### config.mk
export PLATFORM = sky130hd
export DESIGN_NAME = gnss_binary_frame_receiver_top
export DESIGN_NICKNAME = d
export VERILOG_FILES = /design/src/rtl/gbfr_pkg.sv /design/src/rtl/gbfr_parser.sv /design/src/rtl/gnss_binary_frame_receiver_top.sv
export SDC_FILE = /design/constraint.sdc
export NUM_CORES = 1
export LEC_CHECK = 0
export ABC_AREA = 1
export BUFFER_PORTS_ARGS = -buffer_cell sky130_fd_sc_hd__buf_2
export CAP_MARGIN = 15
export CORE_MARGIN = 2
export CORE_UTILIZATION = 60
export CTS_CLUSTER_DIAMETER = 50
export DETAILED_ROUTE_END_ITERATION = 16
export PLACE_DENSITY = 0.8
export SLEW_MARGIN = 25
export SYNTH_ARGS = -nofsm -noshare
export SYNTH_HDL_FRONTEND = slang
export SYNTH_SLANG_ARGS = --single-unit
### constraint.sdc
create_clock -name aclk -period 3.4 [get_ports aclk]
set_input_delay 0 -clock aclk [delete_from_list [all_inputs] [get_ports aclk]]
set_output_delay 0 -clock aclk [all_outputs]
set_load 0.1 [all_outputs]
### src/rtl/gbfr_pkg.sv
// gbfr_pkg: shared types and constants for the binary frame receiver
// parse phase enum, register indexes, frame codes and the result struct
// no dependencies
`timescale 1ns / 1ps
`default_nettype none

package gbfr_pkg;

    // parse phases of the frame receiver
    typedef enum logic [3:0] {
        PH_HUNT  = 4'd0,
        PH_SYNC1 = 4'd1,
        PH_CLASS = 4'd2,
        PH_ID    = 4'd3,
        PH_LENL  = 4'd4,
        PH_LENH  = 4'd5,
        PH_DATA  = 4'd6,
        PH_CKA   = 4'd7,
        PH_CKB   = 4'd8
    } phase_t;

    // configuration register indexes
    localparam logic [1:0] CFG_SYNC_FIRST  = 2'd0;
    localparam logic [1:0] CFG_SYNC_SECOND = 2'd1;
    localparam logic [1:0] CFG_MAX_LEN     = 2'd2;

    // configuration reset values
    localparam logic [7:0]  SYNC_FIRST_RST  = 8'hB5;
    localparam logic [7:0]  SYNC_SECOND_RST = 8'h62;
    localparam logic [15:0] MAX_LEN_RST     = 16'd400;

    // frame codes
    localparam logic [7:0] CLS_ACK   = 8'h05;
    localparam logic [7:0] ID_ACKACK = 8'h01;
    localparam logic [7:0] CLS_CFG   = 8'h06;
    localparam logic [7:0] CLS_NAV   = 8'h01;
    localparam logic [7:0] ID_PVT    = 8'h07;
    localparam logic [2:0] LAST_STAGE = 3'd4;

    // configuration register contents
    typedef struct packed {
        logic [7:0]  sync_first;
        logic [7:0]  sync_second;
        logic [15:0] max_len;
    } cfg_t;

    // one completed frame report
    typedef struct packed {
        logic [7:0]  msg_class;
        logic [7:0]  msg_id;
        logic [15:0] payload_len;
        logic        checksum_ok;
        logic        ack_matched;
        logic [2:0]  config_stage;
        logic        nav_solution_frame;
    } result_t;

    // cfg message id expected at each ack stage: port, rate, nav engine, message
    function automatic logic [7:0] stage_cfg_id(input logic [1:0] stage);
        logic [7:0] id;
        case (stage)
            2'd0:    id = 8'h00;
            2'd1:    id = 8'h08;
            2'd2:    id = 8'h24;
            default: id = 8'h01;
        endcase
        return id;
    endfunction

endpackage

`default_nettype wire

### src/rtl/gbfr_parser.sv
// gbfr_parser: frame parse state machine, running fletcher sums and ack tracking
// one word is consumed per accepted cycle; the report is produced combinationally
// depends on gbfr_pkg
`timescale 1ns / 1ps
`default_nettype none

module gbfr_parser
    import gbfr_pkg::*;
(
    input  wire logic       aclk,
    input  wire logic       aresetn,
    input  wire logic       byte_en,
    input  wire logic [7:0] byte_data,
    input  wire cfg_t       cfg,
    output logic            at_ckb,
    output logic            emit,
    output result_t         result
);

    phase_t      phase_reg, phase_next;
    logic [7:0]  class_reg, class_next;
    logic [7:0]  id_reg, id_next;
    logic [15:0] len_reg, len_next;
    logic [15:0] count_reg, count_next;
    logic [7:0]  sum_a_reg, sum_a_next;
    logic [7:0]  sum_b_reg, sum_b_next;
    logic [7:0]  rx_a_reg, rx_a_next;
    logic [7:0]  pay0_reg, pay0_next;
    logic [7:0]  pay1_reg, pay1_next;
    logic [2:0]  stage_reg, stage_next;

    logic [7:0]  add_a;
    logic [7:0]  add_b;
    logic [15:0] full_len;
    logic [15:0] count_inc;
    logic        ok;
    logic        ack_hit;

    // fletcher step on the current word
    assign add_a     = sum_a_reg + byte_data;
    assign add_b     = sum_b_reg + add_a;
    assign full_len  = {byte_data, len_reg[7:0]};
    assign count_inc = count_reg + 16'd1;

    // checksum verdict and ack match on the last checksum word
    assign ok      = (rx_a_reg == sum_a_reg) && (byte_data == sum_b_reg);
    assign ack_hit = (class_reg == CLS_ACK) && (id_reg == ID_ACKACK)
                     && (len_reg >= 16'd2) && (pay0_reg == CLS_CFG)
                     && (pay1_reg == stage_cfg_id(stage_reg[1:0]));

    assign at_ckb = (phase_reg == PH_CKB);

    // next state and report
    always_comb begin
        phase_next = phase_reg;
        class_next = class_reg;
        id_next    = id_reg;
        len_next   = len_reg;
        count_next = count_reg;
        sum_a_next = sum_a_reg;
        sum_b_next = sum_b_reg;
        rx_a_next  = rx_a_reg;
        pay0_next  = pay0_reg;
        pay1_next  = pay1_reg;
        stage_next = stage_reg;
        emit       = 1'b0;
        result     = '0;
        if (byte_en) begin
            unique case (phase_reg)
                PH_HUNT: begin
                    if (byte_data == cfg.sync_first) phase_next = PH_SYNC1;
                end
                PH_SYNC1: begin
                    phase_next = (byte_data == cfg.sync_second) ? PH_CLASS : PH_HUNT;
                end
                PH_CLASS: begin
                    class_next = byte_data;
                    sum_a_next = byte_data;
                    sum_b_next = byte_data;
                    phase_next = PH_ID;
                end
                PH_ID: begin
                    id_next    = byte_data;
                    sum_a_next = add_a;
                    sum_b_next = add_b;
                    phase_next = PH_LENL;
                end
                PH_LENL: begin
                    len_next   = {8'd0, byte_data};
                    sum_a_next = add_a;
                    sum_b_next = add_b;
                    phase_next = PH_LENH;
                end
                PH_LENH: begin
                    sum_a_next = add_a;
                    sum_b_next = add_b;
                    count_next = '0;
                    if (full_len > cfg.max_len) begin
                        len_next   = '0;
                        phase_next = PH_HUNT;
                    end else begin
                        len_next   = full_len;
                        phase_next = (full_len == 16'd0) ? PH_CKA : PH_DATA;
                    end
                end
                PH_DATA: begin
                    if (count_reg == 16'd0) pay0_next = byte_data;
                    else if (count_reg == 16'd1) pay1_next = byte_data;
                    sum_a_next = add_a;
                    sum_b_next = add_b;
                    count_next = count_inc;
                    if (count_inc >= len_reg) phase_next = PH_CKA;
                end
                PH_CKA: begin
                    rx_a_next  = byte_data;
                    phase_next = PH_CKB;
                end
                PH_CKB: begin
                    phase_next = PH_HUNT;
                    emit       = 1'b1;
                    result.msg_class   = class_reg;
                    result.msg_id      = id_reg;
                    result.payload_len = len_reg;
                    result.checksum_ok = ok;
                    if (ok && (stage_reg < LAST_STAGE) && ack_hit) begin
                        stage_next         = stage_reg + 3'd1;
                        result.ack_matched = 1'b1;
                    end
                    if (ok && (stage_reg >= LAST_STAGE) && (class_reg == CLS_NAV)
                        && (id_reg == ID_PVT)) begin
                        result.nav_solution_frame = 1'b1;
                    end
                    result.config_stage = stage_next;
                end
                default: begin
                    phase_next = PH_HUNT;
                end
            endcase
        end
    end

    // state registers
    always_ff @(posedge aclk) begin
        if (!aresetn) begin
            phase_reg <= PH_HUNT;
            class_reg <= '0;
            id_reg    <= '0;
            len_reg   <= '0;
            count_reg <= '0;
            sum_a_reg <= '0;
            sum_b_reg <= '0;
            rx_a_reg  <= '0;
            pay0_reg  <= '0;
            pay1_reg  <= '0;
            stage_reg <= '0;
        end else begin
            phase_reg <= phase_next;
            class_reg <= class_next;
            id_reg    <= id_next;
            len_reg   <= len_next;
            count_reg <= count_next;
            sum_a_reg <= sum_a_next;
            sum_b_reg <= sum_b_next;
            rx_a_reg  <= rx_a_next;
            pay0_reg  <= pay0_next;
            pay1_reg  <= pay1_next;
            stage_reg <= stage_next;
        end
    end

endmodule

`default_nettype wire

### src/rtl/gnss_binary_frame_receiver_top.sv
// Binary frame receiver top: one word per cycle, frame report on the last checksum word.
// Throughput: one word per cycle; only a checksum-B word waits for a free result register.
// Report is registered: valid in the cycle after its last checksum word is accepted.
// Words that end no frame are taken even while a report waits on the result side.
// Reset (aresetn low, synchronous): parser back to sync hunt, ack stage zero,
// result register empty, sync bytes 0xB5/0x62 and length limit 400.
// depends on gbfr_pkg and gbfr_parser
`timescale 1ns / 1ps
`default_nettype none

module gnss_binary_frame_receiver_top
    import gbfr_pkg::*;
(
    input  wire logic        aclk,
    input  wire logic        aresetn,
    // configuration write port
    input  wire logic        cfg_wr_en,
    input  wire logic [1:0]  cfg_addr,
    input  wire logic [15:0] cfg_wr_data,
    // word input
    input  wire logic        s_valid,
    output logic             s_ready,
    input  wire logic [7:0]  s_rx_byte,
    // frame report output
    output logic             m_valid,
    input  wire logic        m_ready,
    output logic [7:0]       m_msg_class,
    output logic [7:0]       m_msg_id,
    output logic [15:0]      m_payload_len,
    output logic             m_checksum_ok,
    output logic             m_ack_matched,
    output logic [2:0]       m_config_stage,
    output logic             m_nav_solution_frame
);

    cfg_t    cfg_reg;
    logic    valid_reg;
    result_t result_reg;
    logic    at_ckb;
    logic    emit;
    result_t result;
    logic    byte_en;

    // configuration registers
    always_ff @(posedge aclk) begin
        if (!aresetn) begin
            cfg_reg.sync_first  <= SYNC_FIRST_RST;
            cfg_reg.sync_second <= SYNC_SECOND_RST;
            cfg_reg.max_len     <= MAX_LEN_RST;
        end else if (cfg_wr_en) begin
            unique case (cfg_addr)
                CFG_SYNC_FIRST:  cfg_reg.sync_first  <= cfg_wr_data[7:0];
                CFG_SYNC_SECOND: cfg_reg.sync_second <= cfg_wr_data[7:0];
                CFG_MAX_LEN:     cfg_reg.max_len     <= cfg_wr_data;
                default: ;
            endcase
        end
    end

    // a word is refused only when it would finish a frame and the report slot is full and not being read
    assign s_ready = !at_ckb || !valid_reg || m_ready;
    assign byte_en = s_valid && s_ready;

    gbfr_parser u_parser (
        .aclk      (aclk),
        .aresetn   (aresetn),
        .byte_en   (byte_en),
        .byte_data (s_rx_byte),
        .cfg       (cfg_reg),
        .at_ckb    (at_ckb),
        .emit      (emit),
        .result    (result)
    );

    // result register
    always_ff @(posedge aclk) begin
        if (!aresetn) begin
            valid_reg <= 1'b0;
        end else if (emit) begin
            valid_reg <= 1'b1;
        end else if (m_ready) begin
            valid_reg <= 1'b0;
        end
    end

    always_ff @(posedge aclk) begin
        if (emit) begin
            result_reg <= result;
        end
    end

    assign m_valid              = valid_reg;
    assign m_msg_class          = result_reg.msg_class;
    assign m_msg_id             = result_reg.msg_id;
    assign m_payload_len        = result_reg.payload_len;
    assign m_checksum_ok        = result_reg.checksum_ok;
    assign m_ack_matched        = result_reg.ack_matched;
    assign m_config_stage       = result_reg.config_stage;
    assign m_nav_solution_frame = result_reg.nav_solution_frame;

endmodule

`default_nettype wire
---- After elaboration in Yosys (flattened, before gate mapping) ----
Cells that the tools add are included.
storage, ports and cells
  flip-flop bits (word level) ............. 166
  input bits .............................. 31
  output and inout port bits .............. 40
operators by class
  add/sub/neg operators ................... 4
  magnitude comparators ................... 5
  eq/ne operators ......................... 26
  mux-type cells .......................... 19
  bitwise operators ....................... 1
  reductions and logical operators ........ 39
operators with widths
  kind                   count
  $pmux 16 s2            2
  $eq 8x8->1             4
  $logic_not 16->1       2
  $pmux 4 s8             1
  $pmux 8 s2             2
  $eq 8x3->1 const B     3
  $reduce_and 2->1       10
  $pmux 6 s3             1
  $add 16x1->16 const B  1
  $add 8x8->8            2
  $eq 16x1->1 const B    1
  $eq 4x3->1 const B     4
  $eq 8x1->1 const B     2
  $ge 16x16->1           1
  $ge 16x2->1 const B    1
  $gt 16x16->1           1
  $mux 16                1
  $mux 4                 3
  $logic_and 1x1->1      11
  $reduce_and 3->1       3
  $eq 4x2->1 const B     2
  $eq 8x6->1             1
  $reduce_bool 2->1      4
  $mux 1                 7
  17 further kinds       24

---- Logic depth before layout (Yosys ltp) ----
Gate-level depths: netlist of the first run.
  depth in word-level cells ............... 7
  gate-level depth with buffers ........... 19

---- Hierarchy ----
Synthesis of the first run repeated with hierarchy kept, for this count alone.
second synthesis, totals
  cell total of the unflattened synthesis .. 1,176
  area, all modules ....................... 8,987.4 µm²
by module, submodules not included
  module                          times used  cells an instance  area an instance (µm²)  sequential area each (µm²)
  gbfr_parser                     1           942                6,497.5                 1,901.8
  gnss_binary_frame_receiver_top  1           234                2,489.9                 1,801.7

---- Least setup slack after synthesis of the first run ----
No wires, ideal clock.
  kind .................................... flip-flop to flip-flop
  start ................................... reg valid_reg, in the netlist m_valid
  end ..................................... reg result_reg (netlist bit m_config_stage[0]), data pin
  library setup time ...................... 0.258 ns
  arrival time ............................ 2.808 ns
  slack ................................... 0.334 ns
  stages on the path, launching flop included .. 9
  cells stage by stage .................... dfxtp_1 -> nand3_4 -> nand2_8 -> inv_6 -> buf_8 -> nand2_4 -> inv_1 -> nand3_1 -> inv_1
between the ends
  cells in the longest elaborated chain, start to end .. 5
RTL lines
  what                            RTL line                              RTL
  from (decl)                     gnss_binary_frame_receiver_top.sv:37  logic valid_reg;
  from (signal assigned)          gnss_binary_frame_receiver_top.sv:78  valid_reg <= 1'b0;
  from (signal assigned)          gnss_binary_frame_receiver_top.sv:80  valid_reg <= 1'b1;
  from (signal assigned)          gnss_binary_frame_receiver_top.sv:82  valid_reg <= 1'b0;
  $logic_not 1->1                 gnss_binary_frame_receiver_top.sv:61  assign s_ready = !at_ckb || !valid_reg || m_ready;
  $logic_or 1x1->1 (2 in series)  gnss_binary_frame_receiver_top.sv:61
  net s_ready                     gnss_binary_frame_receiver_top.sv:22  output logic s_ready,
  $logic_and 1x1->1               gnss_binary_frame_receiver_top.sv:62  assign byte_en = s_valid && s_ready;
  $reduce_and 2->1 (no line)      -
  to (signal assigned)            gnss_binary_frame_receiver_top.sv:88  result_reg <= result;
  to (decl)                       gnss_binary_frame_receiver_top.sv:38  result_t result_reg;
The timed path passes the listed nets, and every way through them passes these cells.
A chain may end at the register's enable or synchronous reset.

---- Worst setup path after layout of the first run ----
  start ................................... reg u_parser.count_reg[0]
  end ..................................... reg u_parser.phase_reg[2]
between the ends
  cells in the longest elaborated chain, start to end .. 4
RTL lines
  what                        RTL line            RTL
  from (decl)                 gbfr_parser.sv:24   logic [15:0] count_reg, count_next;
  from (signal assigned)      gbfr_parser.sv:161  count_reg <= count_next;
  $add 16x1->16               gbfr_parser.sv:43   assign count_inc = count_reg + 16'd1;
  $ge 16x16->1                gbfr_parser.sv:112  if (count_inc >= len_reg) phase_next = PH_CKA;
  $ne 2x1->1 (no line)        -
  $reduce_and 3->1 (no line)  -
  to (signal assigned)        gbfr_parser.sv:157  phase_reg <= phase_next;
  to (decl)                   gbfr_parser.sv:20   phase_t phase_reg, phase_next;
No other way between the ends.

==> results of run 1 <==
## placed cells by master (no fill, tap or decap), types with 12 or more instances in the layout
cell type / synthesis / layout
nand2_1: 223 / 223
inv_1: 146 / 146
dfxtp_1: 128 / 128
a21oi_1: 120 / 120
nor2_1: 106 / 106
buf_2: 11 / 70
o21ai_0: 65 / 65
nand3_1: 56 / 56
ha_1: 52 / 52
edfxtp_1: 38 / 38
xor2_1: 33 / 33
dlygate4sd3_1: 0 / 31
nor3_1: 19 / 19
clkbuf_16: 0 / 17
nand4_1: 16 / 16
xnor2_1: 13 / 13
o21ai_1: 12 / 12
## cell type report
cell class,instances,area share
inverters,158,0.0593
flip-flops and latches,166,0.365
clock buffers,20,0.0460
clock inverters,12,0.0125
repair buffers,107,0.0696
well taps,184,0.0227
multi-input cells,772,0.424
## path summary, 6_finish.rpt
path,slack (ps),end,cells past startpoint
setup / recovery,440,u_parser.phase_reg[2],14
hold / removal,30,cfg_reg[22],4
setup reg to reg,440,u_parser.phase_reg[2],14
hold reg to reg,460,cfg_reg[9],2
## cells by family after synthesis
| family | synth area share |
|---|---|
| xor+xnor | 0.0455 |
| fa+ha+maj | 0.0781 |
| compound gates | 0.132 |
| flops | 0.419 |
| simple gates | 0.230 |
| buf+inv | 0.0953 |
## power by group through the flow
stage	clock [mW]	combinational (mW)	sequential [mW]
floorplan	0	0.332	2.12
global placement	0	0.415	2.12
detailed placement	0	0.427	2.13
CTS	1.95	0.456	2.08
global route	2.04	0.521	2.09
finish	1.94	0.465	2.08
## worst min-delay path: stages
cell and delay, ps:
buf_2 110, nor3_1 140, nand2_1 90, nand3_1 70
## routing by layer
layer / share of wire / up-vias / global-route usage
li1: - / 3876 / -
met1: 0.45 / 3566 / 0.359
met2: 0.48 / 250 / 0.452
met3: 0.054 / 42 / 0.0411
met4: 0.022 / 0 / 0.113
met5: 0 / - / 0
## what timing repair did
action | in CTS | in global routing
hold buffers | 31 | 0
hold endpoints to repair | 35 | 0
gates resized for setup | 0 | 0
## metrics by stage
step | hold WS [ps] | setup WS, ps | instance area (um2)
global route | 31.6 | 246 | 10100
global placement | 229 | 700 | 9230
floorplan | 126 | 334 | 8850
finish | 26.0 | 444 | 10100
CTS | 8.35 | 485 | 10100
detailed placement | 240 | 517 | 9230
==> impl_metrics.ini, run 1 <==
[outcome]
outcome = complete, no violations

[sta]
rsz0062_at_grt = false
report.final.slew_viol_count = 0
period_needed_ps = 2960
fin_skew_ps = 6.89
fin_setup_tns_ps = 0
tightest_slew_ps = 912
max_clock_freq_mhz = 338
hold_viol_final = 0
fin_crit_sh = 0.870
setup_violations = 0
slew_headroom = 0.390

[clock_tree]
root_buffer = clkbuf_16
cts_max_path_buffers = 2
cts_buffers = 17
post_cts.repair.setup_buffers = 0
clkTransAtPathRegs_ps = 60
cts_max_level = 4
cts_sinks = 166
cts_tree = built
clk_latency_ps = 430

[drt]
vias_per_cell = 5.45
drt_first_pass_iters = 6
wl_um = 21200
drcViolationCount = 0
ant_nets = 0
first_iter_violations = 698
wl_per_cell_um = 15.0
vias = 7734

[setup_path]
crit_type = register to register
slowest_stage = nor3_2
crit_family = simple AND/OR/NAND/NOR gates
cp_num_buf_inv = 2
path_cells = inv_1 > nor3_2 > nand3_2 > nor2_1 > xor2_1 > ha_1 > a21oi_1 > o21ai_0 > a21oi_1 > nand4_1 > nand2_1 > inv_1 > nand2_1 > a21oi_1
cp_common_cell = a21oi_1
worst_r2r_startpoint = u_parser.count_reg[0]
critPathLaunch = u_parser.count_reg[0]
startpoint_type = register
slowest_delay_ps = 460
required_ps = 3690
end_kind = register
arrival_ps = 3250
crit_fanout = 6

[yosys]
synth_cell_type_count = 49
yosysWarnings = 0
postSynthAreaPerCell_um2 = 7.79
ys_seq_area_frac = 0.419
yosysTopAreaCell = dfxtp_1
yosys-top-cells-area = dfxtp_1, edfxtp_1, nand2_1
synth_edf_count = 38
synth.most_common_cell = nand2_1
synth.cell_area_um2 = 8850
yosys_register_bits = 166
synth_common_cells = nand2_1, inv_1, dfxtp_1
synthFlopType = dfxtp_1
syn_nets = 1221
synth_top_cell_area_share = 0.290
syn_inst = 1136
synthArstFlopShare = 0

[global_route]
grt_util_all_layers = 0.273
grt_pass1_wl_um = 34800
grt_pass1_vias = 7310
grt_overflow = 0
grt_max_degree = 60
antenna_found_initial = 0

[worst_hold_path]
hp-start = cfg_addr[1]
hold_path.class = input port to register

[die]
start_util = 0.611
die_h_um = 125
core_um2 = 14500
num_rows = 44
ioPinCount = 71
die_area_um2 = 15700
die_w_um = 125

[layout]
fin_util = 0.700
final_layout_size_suffix_gt1_frac = 0.123
seq_area_um2 = 3700
fin_cells = 1419
n_antenna_cell = 0
multi_input_area_um2 = 4300
layout.nets = 1307
fill_cells = 1175
area_delta_synth_final_pct = 14.5
largest_reg_flops = 32

[power]
ir_drop_mv = 0.314
p_sw_mw = 1.13
sw_frac_of_total = 0.252
leakage_nw = 4.58
total_power_mw = 4.49
combPwrFrac = 0.104
internal-power_mw = 3.36
pwr-share-clk = 0.432
p_per_area_nw_per_um2 = 443
p_seq_frac = 0.464

[placed_design]
gp_congestion = 0.905
dp_cells = 1356
port_buffers = 70
hpwl_um = 14500

[job]
drv_cap = 0
No activity file was read; power rests on OpenSTA's default activity.
==> inputs of run 2 (changes only) <==
Settings changed: CORE_UTILIZATION 60 to 61, PLACE_DENSITY 0.8 to 0.81, SLEW_MARGIN 25 to 10, SYNTH_HIERARCHICAL set to 1.
==> impl_metrics.ini, run 2 <==
[outcome]
outcome = complete, no violations

[yosys]
synth_cell_type_count = 48
syn_inst = 1176
synth_top_cell_area_share = 0.285
syn_nets = 1261
yosysTopAreaCell = dfxtp_1
yosys-top-cells-area = dfxtp_1, edfxtp_1, nand2_1
ys_seq_area_frac = 0.412
yosysWarnings = 6
postSynthAreaPerCell_um2 = 7.64
synth_edf_count = 38
synthArstFlopShare = 0
yosys_register_bits = 166
synth_common_cells = nand2_1, inv_1, nor2_1
synthFlopType = dfxtp_1
synth.most_common_cell = nand2_1
synth.cell_area_um2 = 8990

[clock_tree]
root_buffer = clkbuf_16
cts_max_level = 4
cts_max_path_buffers = 2
clkTransAtPathRegs_ps = 60
cts_sinks = 166
cts_hold_buf = 23
cts_buffers = 17
post_cts.repair.setup_buffers = 0
clk_latency_ps = 440
cts_resized = 0
cts_tree = built

[drt]
wl_um = 21300
drcViolationCount = 0
vias_per_cell = 5.45
drt_first_pass_iters = 6
vias = 7891
wl_per_cell_um = 14.7
ant_nets = 0
first_iter_violations = 532

[worst_hold_path]
hold_path.class = input port to register
hold_depth = 3
holdPathEnd = u_parser/len_reg[1]
hp-start = s_rx_byte[1]

[layout]
layout_common_cells = nand2_1, inv_1, nor2_1
layout.nets = 1335
design_area_um2 = 10200
final_layout_size_suffix_gt1_frac = 0.124
area_delta_synth_final_pct = 13.0
n_antenna_cell = 0
largest_reg_flops = 32
final_common_cell = nand2_1

[die]
num_rows = 44
start_util = 0.621
die_h_um = 125
ioPinCount = 71
core_um2 = 14500
die_area_um2 = 15700
die_w_um = 125

[global_route]
grt_pass1_vias = 7331
grt_util_all_layers = 0.270
grt_pass1_wl_um = 34400
grt_overflow = 0
grt_max_degree = 57
antenna_found_initial = 0

[sta]
rsz0062_at_grt = false
slew_headroom = 0.490
period_needed_ps = 2990
fin_setup_tns_ps = 0
report.final.slew_viol_count = 0
max_clock_freq_mhz = 335
setup_violations = 0
fin_crit_sh = 0.878
hold_viol_final = 0
tightest_slew_ps = 762
fin_skew_ps = 11.4

[setup_path]
reg2reg_to = u_parser/phase_reg[2]
worst_r2r_startpoint = u_parser/count_reg[0]
crit_type = register to register
end_kind = register
slowest_stage = dfxtp_1
startpoint_type = register
slowest_delay_ps = 450
r2r_cells = 19
cp_common_cell = nand2_1
r2r_setup_slack_ps = 410
crit_fanout = 7
crit_family = simple AND/OR/NAND/NOR gates
arrival_ps = 3340
required_ps = 3760
path_cells = ha_1 > nand3_2 > nor2_1 > nand2_1 > nor3_4 > nand2_2 > nor2_4 > nand2_1 > nand2_1 > nand2_2 > ha_1 > nand2_1 > nor3_1 > nand3_1 > nand4_1 > nand2_1 > nand2_1 > nand2_1 > a21oi_1
cp_num_buf_inv = 0

[power]
p_per_area_nw_per_um2 = 562
p_seq_frac = 0.404
ir_drop_mv = 0.342
p_sw_mw = 1.97
sw_frac_of_total = 0.345
internal-power_mw = 3.74
pwr-share-clk = 0.324
combPwrFrac = 0.272
leakage_nw = 4.46

[job]
drv_cap = 0

[placed_design]
hpwl_um = 13900
postPlaceCellArea_um2 = 9370
gp_congestion = 0.933
port_buffers = 70
## run 2: cell types whose count changed after synthesis, moves of 4 or more
cell | before | now
inv_2 | 10 | 6
xor2_1 | 33 | 21
nor2_4 | 1 | 5
inv_1 | 146 | 159
nor3_1 | 19 | 11
o211ai_1 | 5 | 0
nor2_1 | 106 | 143
o21ai_0 | 65 | 57
a21oi_1 | 120 | 104
nand3_1 | 56 | 60
nand2_1 | 223 | 231
o22ai_1 | 0 | 9
xnor2_1 | 13 | 20
## run 2: cell families after synthesis
group,after synthesis,share of synthesized area
flip-flops,166,0.412
AND/OR/NAND/NOR,500,0.247
buffers and inverters,212,0.0998
adder cells (fa/ha/maj),54,0.0768
AO/OA/AOI/OAI,203,0.125
XOR/XNOR,41,0.0400
## run 2: final cells by class
cell class	instances	area [um2]
Clock buffer	18	439
Clock inverter	14	124
Fill cell	1116	4320
Inverter	167	632
Multi-Input combinational cell	798	4400
Sequential cell	166	3700
Tap cell	184	230
Timing Repair Buffer	100	633
## run 2: power by group through the flow
stage                     Clock, mW  Sequential (mW)  Combinational [mW]
after floorplan                   0             2.30                1.22
after global placement            0             2.34                1.45
after detailed placement          0             2.35                1.49
after CTS                      1.87             2.30                1.52
after global routing           1.95             2.32                1.75
final                          1.85             2.31                1.55
## run 2: per-layer routing
layer	routed length, um	part of all wire	GRT usage	vias up
li1	-	-	-	3953
met1	9240	0.43	0.342	3620
met2	10200	0.48	0.454	271
met3	1340	0.063	0.0522	47
met4	491	0.023	0.110	0
met5	0	0	0	-
## run 2: stage by stage
| stage | std cells | util | power [mW] | setup slack (ps) | hold WS, ps |
|---|---|---|---|---|---|
| after CTS | 1447 | 0.702 | 5.70 | 442 | 9.49 |
| after detailed placement | 1392 | 0.647 | 3.83 | 510 | 228 |
| after global placement | 1392 | 0.647 | 3.79 | 649 | 209 |
| after floorplan | 1176 | - | 3.52 | 82.1 | 113 |
| after global routing | 1447 | 0.702 | 6.02 | 59.4 | 35.6 |
| final | 1447 | 0.702 | 5.71 | 413 | 21.8 |
## run 2: how the worst max path moves through the flow
stage                               start                     to  cells after the start
global route        u_parser/count_reg[0]  u_parser/phase_reg[2]                     19
finish              u_parser/count_reg[0]  u_parser/phase_reg[2]                     19
CTS                 u_parser/count_reg[0]  u_parser/phase_reg[2]                     19
detailed placement  u_parser/count_reg[0]  u_parser/phase_reg[2]                     19
global placement    u_parser/count_reg[0]  u_parser/phase_reg[0]                     19
floorplan                         m_valid         m_msg_class[0]                      7
## run 2: tightest hold or removal path, cell delays in order
cell	delay (ps)
buf_2	210
nand3_1	130
a21oi_1	60
